## src/design/cds_pkg.sv

```systemverilog
package cds_pkg;

  // Calendar span handled by the block.
  localparam int FIRST_YEAR = 1901;
  localparam int YEAR_SPAN  = 256;
  localparam int LAST_YEAR  = FIRST_YEAR + YEAR_SPAN - 1;

  // Field widths of the stream beats.
  localparam int DAY_W    = 5;
  localparam int MONTH_W  = 4;
  localparam int IYEAR_W  = 12;
  localparam int OFF_W    = 18;
  localparam int DNO_W    = 17;
  localparam int WDAY_W   = 3;
  localparam int YEAR_W   = 13;
  localparam int LEN_W    = 9;
  localparam int IN_BITS  = 40;
  localparam int OUT_BITS = 48;

  function automatic bit is_leap(int y);
    return (y % 400 == 0) || ((y % 100 != 0) && (y % 4 == 0));
  endfunction

  // Days in all whole years from the first year up to, not including, y.
  function automatic int days_before(int y);
    int sum;
    sum = 0;
    for (int k = FIRST_YEAR; k < y; k++) begin
      sum = sum + (is_leap(k) ? 366 : 365);
    end
    return sum;
  endfunction

  // Last day number of the span, and the widths that follow from it.
  localparam int SPAN_END = days_before(LAST_YEAR + 1);
  localparam int DN_W     = $clog2(SPAN_END + 1);
  localparam int ACC_W    = ((DN_W > OFF_W) ? DN_W : OFF_W) + 2;

  localparam int Y0_MOD4   = FIRST_YEAR % 4;
  localparam int Y0_MOD100 = FIRST_YEAR % 100;
  localparam int Y0_MOD400 = FIRST_YEAR % 400;

  typedef enum logic [3:0] {
    S_IDLE,
    S_CHECK,
    S_YFWD,
    S_MFWD,
    S_SHIFT,
    S_RANGE,
    S_YBACK,
    S_MBACK,
    S_DONE
  } state_t;

  typedef enum logic [1:0] {
    ACC_HOLD,
    ACC_CLEAR,
    ACC_ADD,
    ACC_SUB
  } acc_op_t;

  typedef struct packed {
    acc_op_t             op;
    logic                wk_add;
    logic [WDAY_W-1:0]   wk_inc;
  } acc_ctrl_t;

  typedef struct packed {
    logic signed [ACC_W-1:0] value;
    logic                    gt;
    logic [WDAY_W-1:0]       wk;
  } acc_stat_t;

  typedef struct packed {
    logic init;
    logic step;
  } yr_ctrl_t;

  typedef struct packed {
    logic signed [OFF_W-1:0] day_offset;
    logic [IYEAR_W-1:0]      in_year;
    logic [MONTH_W-1:0]      in_month;
    logic [DAY_W-1:0]        in_day;
  } in_beat_t;

  typedef struct packed {
    logic                out_valid;
    logic [YEAR_W-1:0]   out_year;
    logic [MONTH_W-1:0]  out_month;
    logic [DAY_W-1:0]    out_day;
    logic [WDAY_W-1:0]   weekday;
    logic [DNO_W-1:0]    day_number;
    logic                in_valid;
  } res_beat_t;

  function automatic logic [DAY_W-1:0] month_len(logic [MONTH_W-1:0] m, logic leap);
    logic [DAY_W-1:0] len;
    case (m)
      4'd4, 4'd6, 4'd9, 4'd11: len = 5'd30;
      4'd2:                    len = leap ? 5'd29 : 5'd28;
      default:                 len = 5'd31;
    endcase
    return len;
  endfunction

  // Residue mod 7 of a value below 32, by a short chain of compares.
  function automatic logic [WDAY_W-1:0] mod7_small(logic [DAY_W-1:0] v);
    logic [DAY_W-1:0] r;
    if (v >= 5'd28) begin
      r = v - 5'd28;
    end else if (v >= 5'd21) begin
      r = v - 5'd21;
    end else if (v >= 5'd14) begin
      r = v - 5'd14;
    end else if (v >= 5'd7) begin
      r = v - 5'd7;
    end else begin
      r = v;
    end
    return r[WDAY_W-1:0];
  endfunction

endpackage

```

## src/design/calendar_date_shift.sv

```systemverilog
// Gregorian date checker, day-number converter and date shifter.
//
// Input beats arrive on s_tvalid/s_tready/s_tdata and carry a date and a
// signed day offset. Each input beat gives exactly one result beat on
// m_tvalid/m_tready/m_tdata: the check flag, the day number counted from
// 1 January 1901 (day 1), the weekday (0 Monday), the shifted date and its
// range flag. Fields of a rejected date read as zero.
//
// One adder-comparator is stepped by a sequencer: it walks the years from
// 1901 to the given year, then the months, adds the offset, and walks years
// and months again to take the shifted day number apart. A date with its year or
// month out of range, or with day zero, goes from the check straight to the
// final state. s_tready is high only while the sequencer is idle.
//
// The result waits in an output register; when the receiver stalls, the
// sequencer holds in its final state until that register is taken. Reset
// (rst, synchronous) returns to idle and drops any pending result beat.
module calendar_date_shift (
  input  logic                            clk,
  input  logic                            rst,
  input  logic                            s_tvalid,
  output logic                            s_tready,
  // s_tdata, lowest bit up: in_day[4:0], in_month[8:5], in_year[20:9],
  // day_offset[38:21], zero pad.
  input  logic [cds_pkg::IN_BITS-1:0]     s_tdata,
  output logic                            m_tvalid,
  input  logic                            m_tready,
  // m_tdata, lowest bit up: in_valid[0], day_number[17:1], weekday[20:18],
  // out_day[25:21], out_month[29:26], out_year[42:30], out_valid[43], zero pad.
  output logic [cds_pkg::OUT_BITS-1:0]    m_tdata
);
  import cds_pkg::*;

  state_t                  state;
  state_t                  state_next;
  in_beat_t                item;
  in_beat_t                s_beat;
  res_beat_t               res;
  logic [MONTH_W-1:0]      mcur;
  logic [DNO_W-1:0]        dn17;
  logic [WDAY_W-1:0]       wk_reg;
  logic                    date_ok;
  logic                    shift_ok;
  acc_ctrl_t               acc_ctrl;
  acc_stat_t               acc_stat;
  logic signed [ACC_W-1:0] operand;
  yr_ctrl_t                yr_ctrl;
  logic [YEAR_W-1:0]       ycur;
  logic                    leap;
  logic [DAY_W-1:0]        cur_mlen;
  logic [LEN_W-1:0]        cur_ylen;
  logic                    bad_fields;
  logic                    at_year;
  logic                    at_month;
  logic                    bad_day;
  logic                    out_range;
  logic                    s_fire;
  logic                    out_free;

  cds_year_ctr u_year (
    .clk  (clk),
    .ctrl (yr_ctrl),
    .year (ycur),
    .leap (leap)
  );

  cds_accum u_acc (
    .clk     (clk),
    .ctrl    (acc_ctrl),
    .operand (operand),
    .stat    (acc_stat)
  );

  // Decode of the stored item and of the current calendar position.
  assign s_beat     = in_beat_t'(s_tdata[$bits(in_beat_t)-1:0]);
  assign s_fire     = s_tvalid && s_tready;
  assign out_free   = !m_tvalid || m_tready;
  assign cur_mlen   = month_len(mcur, leap);
  assign cur_ylen   = leap ? 9'd366 : 9'd365;
  assign bad_fields = ({1'b0, item.in_year} < YEAR_W'(FIRST_YEAR)) ||
                      ({1'b0, item.in_year} > YEAR_W'(LAST_YEAR)) ||
                      (item.in_month == 4'd0) || (item.in_month > 4'd12) ||
                      (item.in_day == 5'd0);
  assign at_year    = (ycur == {1'b0, item.in_year});
  assign at_month   = (mcur == item.in_month);
  assign bad_day    = (item.in_day > month_len(item.in_month, leap));
  assign out_range  = (acc_stat.value < ACC_W'(1)) || acc_stat.gt;

  // Next-state logic of the sequencer.
  always_comb begin
    state_next = state;
    case (state)
      S_IDLE:  if (s_fire) state_next = S_CHECK;
      S_CHECK: state_next = bad_fields ? S_DONE : S_YFWD;
      S_YFWD: begin
        if (at_year) begin
          state_next = bad_day ? S_DONE : S_MFWD;
        end
      end
      S_MFWD:  if (at_month) state_next = S_SHIFT;
      S_SHIFT: state_next = S_RANGE;
      S_RANGE: state_next = out_range ? S_DONE : S_YBACK;
      S_YBACK: if (!acc_stat.gt) state_next = S_MBACK;
      S_MBACK: if (!acc_stat.gt) state_next = S_DONE;
      S_DONE:  if (out_free) state_next = S_IDLE;
      default: state_next = S_IDLE;
    endcase
  end

  // Control of the shared unit and the year counter.
  always_comb begin
    s_tready        = 1'b0;
    acc_ctrl.op     = ACC_HOLD;
    acc_ctrl.wk_add = 1'b0;
    acc_ctrl.wk_inc = '0;
    operand         = '0;
    yr_ctrl.init    = 1'b0;
    yr_ctrl.step    = 1'b0;
    case (state)
      S_IDLE: begin
        s_tready     = 1'b1;
        acc_ctrl.op  = ACC_CLEAR;
        yr_ctrl.init = 1'b1;
      end
      S_YFWD: begin
        operand = ACC_W'(cur_ylen);
        if (!at_year) begin
          acc_ctrl.op     = ACC_ADD;
          acc_ctrl.wk_add = 1'b1;
          acc_ctrl.wk_inc = leap ? 3'd2 : 3'd1;
          yr_ctrl.step    = 1'b1;
        end
      end
      S_MFWD: begin
        acc_ctrl.op     = ACC_ADD;
        acc_ctrl.wk_add = 1'b1;
        if (at_month) begin
          operand         = ACC_W'(item.in_day);
          acc_ctrl.wk_inc = mod7_small(item.in_day);
        end else begin
          operand         = ACC_W'(cur_mlen);
          acc_ctrl.wk_inc = mod7_small(cur_mlen);
        end
      end
      S_SHIFT: begin
        acc_ctrl.op = ACC_ADD;
        operand     = {{(ACC_W - OFF_W){item.day_offset[OFF_W-1]}}, item.day_offset};
      end
      S_RANGE: begin
        operand      = ACC_W'(SPAN_END);
        yr_ctrl.init = 1'b1;
      end
      S_YBACK: begin
        operand = ACC_W'(cur_ylen);
        if (acc_stat.gt) begin
          acc_ctrl.op  = ACC_SUB;
          yr_ctrl.step = 1'b1;
        end
      end
      S_MBACK: begin
        operand = ACC_W'(cur_mlen);
        if (acc_stat.gt) begin
          acc_ctrl.op = ACC_SUB;
        end
      end
      default: begin
      end
    endcase
  end

  // State register.
  always_ff @(posedge clk) begin
    if (rst) begin
      state <= S_IDLE;
    end else begin
      state <= state_next;
    end
  end

  // Item registers, month counter and result flags.
  always_ff @(posedge clk) begin
    case (state)
      S_IDLE: begin
        if (s_fire) begin
          item     <= s_beat;
          date_ok  <= 1'b0;
          shift_ok <= 1'b0;
        end
      end
      S_CHECK: date_ok <= !bad_fields;
      S_YFWD: begin
        if (at_year) begin
          date_ok <= !bad_day;
          mcur    <= 4'd1;
        end
      end
      S_MFWD:  if (!at_month) mcur <= mcur + 1'b1;
      S_SHIFT: begin
        dn17   <= DNO_W'(acc_stat.value);
        wk_reg <= acc_stat.wk;
      end
      S_RANGE: begin
        shift_ok <= !out_range;
        mcur     <= 4'd1;
      end
      S_MBACK: if (acc_stat.gt) mcur <= mcur + 1'b1;
      default: begin
      end
    endcase
  end

  // Result fields; a rejected date or shift reads as zero.
  always_comb begin
    res            = '0;
    res.in_valid   = date_ok;
    if (date_ok) begin
      res.day_number = dn17;
      res.weekday    = wk_reg;
      if (shift_ok) begin
        res.out_day   = DAY_W'(acc_stat.value);
        res.out_month = mcur;
        res.out_year  = ycur;
        res.out_valid = 1'b1;
      end
    end
  end

  // Output register.
  always_ff @(posedge clk) begin
    if (rst) begin
      m_tvalid <= 1'b0;
    end else if (state == S_DONE && out_free) begin
      m_tvalid <= 1'b1;
    end else if (m_tready) begin
      m_tvalid <= 1'b0;
    end
  end

  always_ff @(posedge clk) begin
    if (state == S_DONE && out_free) begin
      m_tdata <= OUT_BITS'(res);
    end
  end

  // A finished result waits while the output register is still occupied.
  a_done_holds: assert property (@(posedge clk) disable iff (rst)
    (state == S_DONE && m_tvalid && !m_tready) |=> (state == S_DONE))
    else $error("result overwrote a pending beat");

  // A shifted date is only flagged for a date that passed the check.
  a_valid_order: assert property (@(posedge clk) disable iff (rst)
    (m_tvalid && m_tdata[43]) |-> m_tdata[0])
    else $error("out_valid without in_valid");

  // A flagged shifted date carries a real month.
  a_month_range: assert property (@(posedge clk) disable iff (rst)
    (m_tvalid && m_tdata[43]) |-> (m_tdata[29:26] != 4'd0 && m_tdata[29:26] <= 4'd12))
    else $error("shifted month out of range");

  // The month walk backward never runs past December.
  a_mback_month: assert property (@(posedge clk) disable iff (rst)
    (state == S_MBACK) |-> (mcur != 4'd0 && mcur <= 4'd12))
    else $error("month counter out of range");

  // An accepted beat starts the check in the next cycle.
  a_accept_start: assert property (@(posedge clk) disable iff (rst)
    s_fire |=> (state == S_CHECK))
    else $error("accepted beat did not start the sequence");

endmodule

```

## src/design/cds_year_ctr.sv

```systemverilog
module cds_year_ctr (
  input  logic                      clk,
  input  cds_pkg::yr_ctrl_t         ctrl,
  output logic [cds_pkg::YEAR_W-1:0] year,
  output logic                      leap
);
  import cds_pkg::*;

  logic [1:0] mod4;
  logic [6:0] mod100;
  logic [8:0] mod400;

  // Year counter with running residues, so the leap rule needs no divider.
  always_ff @(posedge clk) begin
    if (ctrl.init) begin
      year   <= YEAR_W'(FIRST_YEAR);
      mod4   <= 2'(Y0_MOD4);
      mod100 <= 7'(Y0_MOD100);
      mod400 <= 9'(Y0_MOD400);
    end else if (ctrl.step) begin
      year   <= year + 1'b1;
      mod4   <= mod4 + 1'b1;
      mod100 <= (mod100 == 7'd99) ? 7'd0 : mod100 + 1'b1;
      mod400 <= (mod400 == 9'd399) ? 9'd0 : mod400 + 1'b1;
    end
  end

  assign leap = (mod400 == 9'd0) || ((mod100 != 7'd0) && (mod4 == 2'd0));

endmodule

```

## src/design/cds_accum.sv

```systemverilog
module cds_accum (
  input  logic                             clk,
  input  cds_pkg::acc_ctrl_t               ctrl,
  input  logic signed [cds_pkg::ACC_W-1:0] operand,
  output cds_pkg::acc_stat_t               stat
);
  import cds_pkg::*;

  logic signed [ACC_W-1:0] acc;
  logic signed [ACC_W-1:0] addend;
  logic signed [ACC_W-1:0] sum;
  logic [WDAY_W-1:0]       wk;
  logic [WDAY_W:0]         wk_sum;
  logic [WDAY_W-1:0]       wk_next;
  logic                    sub;

  // The one adder of the block: add or subtract the selected operand.
  assign sub    = (ctrl.op == ACC_SUB);
  assign addend = sub ? ~operand : operand;
  assign sum    = acc + addend + ACC_W'(sub);

  // Weekday residue follows every forward add that counts calendar days.
  assign wk_sum  = {1'b0, wk} + {1'b0, ctrl.wk_inc};
  assign wk_next = (wk_sum >= 4'd7) ? WDAY_W'(wk_sum - 4'd7) : wk_sum[WDAY_W-1:0];

  always_ff @(posedge clk) begin
    case (ctrl.op)
      ACC_CLEAR: begin
        acc <= '0;
        wk  <= '0;
      end
      ACC_ADD: begin
        acc <= sum;
        if (ctrl.wk_add) begin
          wk <= wk_next;
        end
      end
      ACC_SUB: begin
        acc <= sum;
      end
      default: begin
      end
    endcase
  end

  assign stat.value = acc;
  assign stat.gt    = (acc > operand);
  assign stat.wk    = wk;

endmodule
```

## config.mk

```make
export PLATFORM = sky130hd
export DESIGN_NAME = calendar_date_shift
export DESIGN_NICKNAME = d
export VERILOG_FILES = /design/src/design/cds_pkg.sv /design/src/design/calendar_date_shift.sv /design/src/design/cds_year_ctr.sv /design/src/design/cds_accum.sv
export SDC_FILE = /design/constraint.sdc
export NUM_CORES = 1
export LEC_CHECK = 0
export BUFFER_PORTS_ARGS = -buffer_cell sky130_fd_sc_hd__buf_2
export CORE_ASPECT_RATIO = 0.8
export CORE_MARGIN = 2
export CORE_UTILIZATION = 40
export CTS_BUF_LIST = sky130_fd_sc_hd__clkbuf_8 sky130_fd_sc_hd__clkbuf_16
export CTS_CLUSTER_SIZE = 25
export DETAILED_ROUTE_END_ITERATION = 8
export PLACE_DENSITY = 0.61
export SLEW_MARGIN = 20
export SYNTH_ARGS = -nofsm -noshare
export SYNTH_HDL_FRONTEND = slang
export SYNTH_SLANG_ARGS = --single-unit
```

## constraint.sdc

```tcl
create_clock -name clk -period 6.13 [get_ports clk]
set_input_delay 0.3065 -clock clk [delete_from_list [all_inputs] [get_ports clk]]
set_output_delay 0.3065 -clock clk [all_outputs]
set_load 0.1 [all_outputs]
```

==> results.md <==
* Number of global-route vias before repair at around 6,300
* Synth Cell Area at between 9000 and 10,000 um2
* Setup violations, final at 0
* Synth top area share at 43.9%
* CTS Sinks at about 170
* Number of flip-flops in the largest register at 44
* Post-synthesis sequential area ratio at between 50% and 60%
* Antenna diode count at 0
* Overall Global Routing Usage at between 10% and 20%
* Routed WL per cell at between 15 and 20 um
* Vias per inst at just over 5
* Die area at 23,800 um2
* Ys Warns at 0
* Multi-input gate area at slightly above 4000 um2
* Cts hold-fix bufs at 0
* Final worst-path cycle share at ~93%
* Power per cell area at between 200 and 300 nW/um2
* Comb pwr share at between 20% and 30%
* P_leak at between 0.004 and 0.005 uW
* Core region area at approximately 22,000 um2
* Status: completed
* Most common cell in the synthesized netlist: edfxtp_1
* Rel. slew slack at between 30% and 40%
* Cell accounting for the most synthesized area: edfxtp_1
* Mean Syn Cell Area at between 10 and 15 um2
* First-pass GRT wire length at between 30 and 40 mm
* Worst-margin pin slew at between 1 and 1.5 ns
* Biggest register: m_tdata
* Crit path time final at roughly 5.7 ns
* Switching portion of total power at around a third
* Die Span Y at between 100 and 150 um
* Worst-Skew Late Latency at between 0.4 and 0.5 ns
* IO buf count at just under 90
* Ports at 94
* # rows at slightly below 50
* Worst Path Required at between 6 and 7 ns
* CTS buffer count at 17
* Startpoint types: register
* Clock power share at roughly a third
* Dominant synthesized flop cell: edfxtp_1
* Reg2Reg Setup Slack at around 0.42 ns
* HP Class: primary input to register
* DP HPWL at between 10 and 15 mm
* Initial Util at 40.4%
* Max Slew Vio Count at 0
* FF+latch area at between 4000 and 5000 um2
* Unrepaired setup endpoints after global routing: false
* CP endpoint kind: register
* Critical path class: register to register
* Crit path max fanout at 6
* Final Skew at just over 0.008 ns
* H-tree levels at 4
* Synthesized instance count at about 850
* Biggest regs: m_tdata (44), item (39), u_acc.acc (20)
* Fmax at about 180 MHz
* ANT nets after route at 0
* Share of post-route cells with drive strength above 1 at between 10% and 20%
* DRT Pass-1 Iters at 5
* Setup TNS at 0 ns
* Yosys reg bits at 168
* Int Pwr at ~2200 uW
* Synth top cells by count: edfxtp_1 (132), nand2_1 (84), nor2_1 (80)
* Reg power frac at between 40% and 50%
* Remaining Overflow, GRT at 0
* # fillers at 2,122
* Aggregate routed wire length at about 20 mm
* Async set-reset flop share out of synthesis at 0%
* Crit path arrival time at just under 6 ns
* Initial DRC count at between 400 and 500
* TritonCTS clock tree: built
* Clock Tree Buf Depth at 2
* Drc violations at 0
* NetSw at between 1000 and 1500 uW
* Final core area utilization at 47.7%
* Synth area leaders: edfxtp_1 (44%), ha_1 (8.3%), dfxtp_1 (8.0%)
* Chip width at between 150 and 200 um
* Final-stage net count at roughly 1,100
* Clk slew on worst S/H paths at around 0.070 ns
* Largest net degree at the start of global routing at slightly above 40
* EDFF count, synth at ~130
* Via count at around 6,600
* Pre-CTS setup slack at between 0.3 and 0.4 ns
* Layout area overhead at 18.0%
* Initial antenna violation count at 0
* Root buf cell: clkbuf_16
* Worst IR drop on VDD at around 0.14 mV
* Routability Congestion at 0.872
* Final hold violation count at 0
* Synth cell types at 73
* Maxcap violations at 0
* Final WS setup at approximately 0.42 ns
## worst max-delay path: stages (launching register included)
cell	delay, ns
dfxtp_1	0.36
nor2_1	0.20
nand2_1	0.20
nor2_4	0.25
nand2_1	0.16
ha_1	0.38
nand4_2	0.17
nor4_2	0.35
a21bo_1	0.25
and4b_4	0.21
nor3_1	0.31
xnor2_1	0.19
fa_1	0.45
a21o_1	0.17
a21oi_1	0.18
o21ai_0	0.18
a211oi_1	0.30
buf_4	0.17
o31ai_1	0.11
or4_1	0.43
a21oi_1	0.19
xor2_1	0.16
nor2_1	0.05
## power groups by stage
| stage | logic [uW] | clock network [uW] | registers (uW) |
|---|---|---|---|
| 2_1_floorplan | 387 | 0 | 1560 |
| 3_5_place_dp | 651 | 0 | 1480 |
| 6_report | 655 | 1080 | 1460 |
| 3_3_place_gp | 643 | 0 | 1480 |
| 5_1_grt | 723 | 1150 | 1470 |
| 4_1_cts | 654 | 1110 | 1450 |
## kinds of logic after synthesis
family          share of synthesized area [%]
compound gates                           11.7
xor+xnor                                 5.63
fa+ha+maj                                8.76
buf+inv                                  2.79
flops                                    51.9
mux                                     0.777
other cells                            0.0416
simple gates                             18.4
## area by class of cell
| cell class | instances | share of cell area (%) |
|---|---|---|
| Inverter | 32 | 1.13 |
| Clock buffer | 18 | 4.12 |
| Timing Repair Buffer | 128 | 7.07 |
| Clock inverter | 14 | 1.40 |
| Tap cell | 306 | 3.60 |
| Multi-Input combinational cell | 618 | 38.7 |
| Sequential cell | 168 | 44.0 |
## routing by layer
layer / vias up / GRT usage, % / part of all wire [%]
li1: 3322 / - / -
met1: 3066 / 27.1 / 52
met2: 181 / 24.7 / 41
met3: 30 / 3.46 / 5.0
met4: 0 / 6.19 / 2.1
met5: - / 0 / 0
## through the flow
step	hold WS, ns	instance area (um2)	instances	power (uW)
final	0.0422	10600	1284	3190
after detailed placement	0.451	9990	1246	2130
after floorplan	0.376	9030	848	1940
after global placement	0.447	9990	1246	2120
after global routing	0.0189	10600	1284	3340
after CTS	0.0204	10600	1278	3220
## what timing repair did
action | CTS | global route
resized for setup | 0 | 3
endpoints found under the hold margin | 0 | 0
buffers inserted | 0 | 6
setup endpoints to repair | 0 | 2
## path summary, 6_finish.rpt
check                            startpoint             to  depth (start not counted)
worst max-delay path               state[1]  u_acc.acc[18]                         22
worst min-delay path             s_tdata[3]        item[3]                          1
worst max register to register     state[1]  u_acc.acc[18]                         22
worst min register to register  u_acc.wk[2]      wk_reg[2]                          0
## layout by cell type, fill, tap and decap left out, types with 6 or more instances in the layout
master	synthesis	final
nor3_1	18	18
dfxtp_1	36	35
nor4_1	7	7
nand2_1	84	84
nand2b_1	10	10
o21a_1	6	6
mux2i_1	7	7
xnor2_1	22	22
nand4_1	16	16
nor2_1	80	79
nand3_1	18	18
edfxtp_1	132	132
ha_1	60	60
and3_1	31	30
buf_2	3	88
inv_1	31	31
xor2_1	36	36
o21ai_0	29	29
a21o_1	10	10
clkbuf_16	0	17
buf_4	4	39
and2_1	30	30
a21oi_1	53	53
a31oi_1	7	7
No activity file was read; power rests on OpenSTA's default activity.
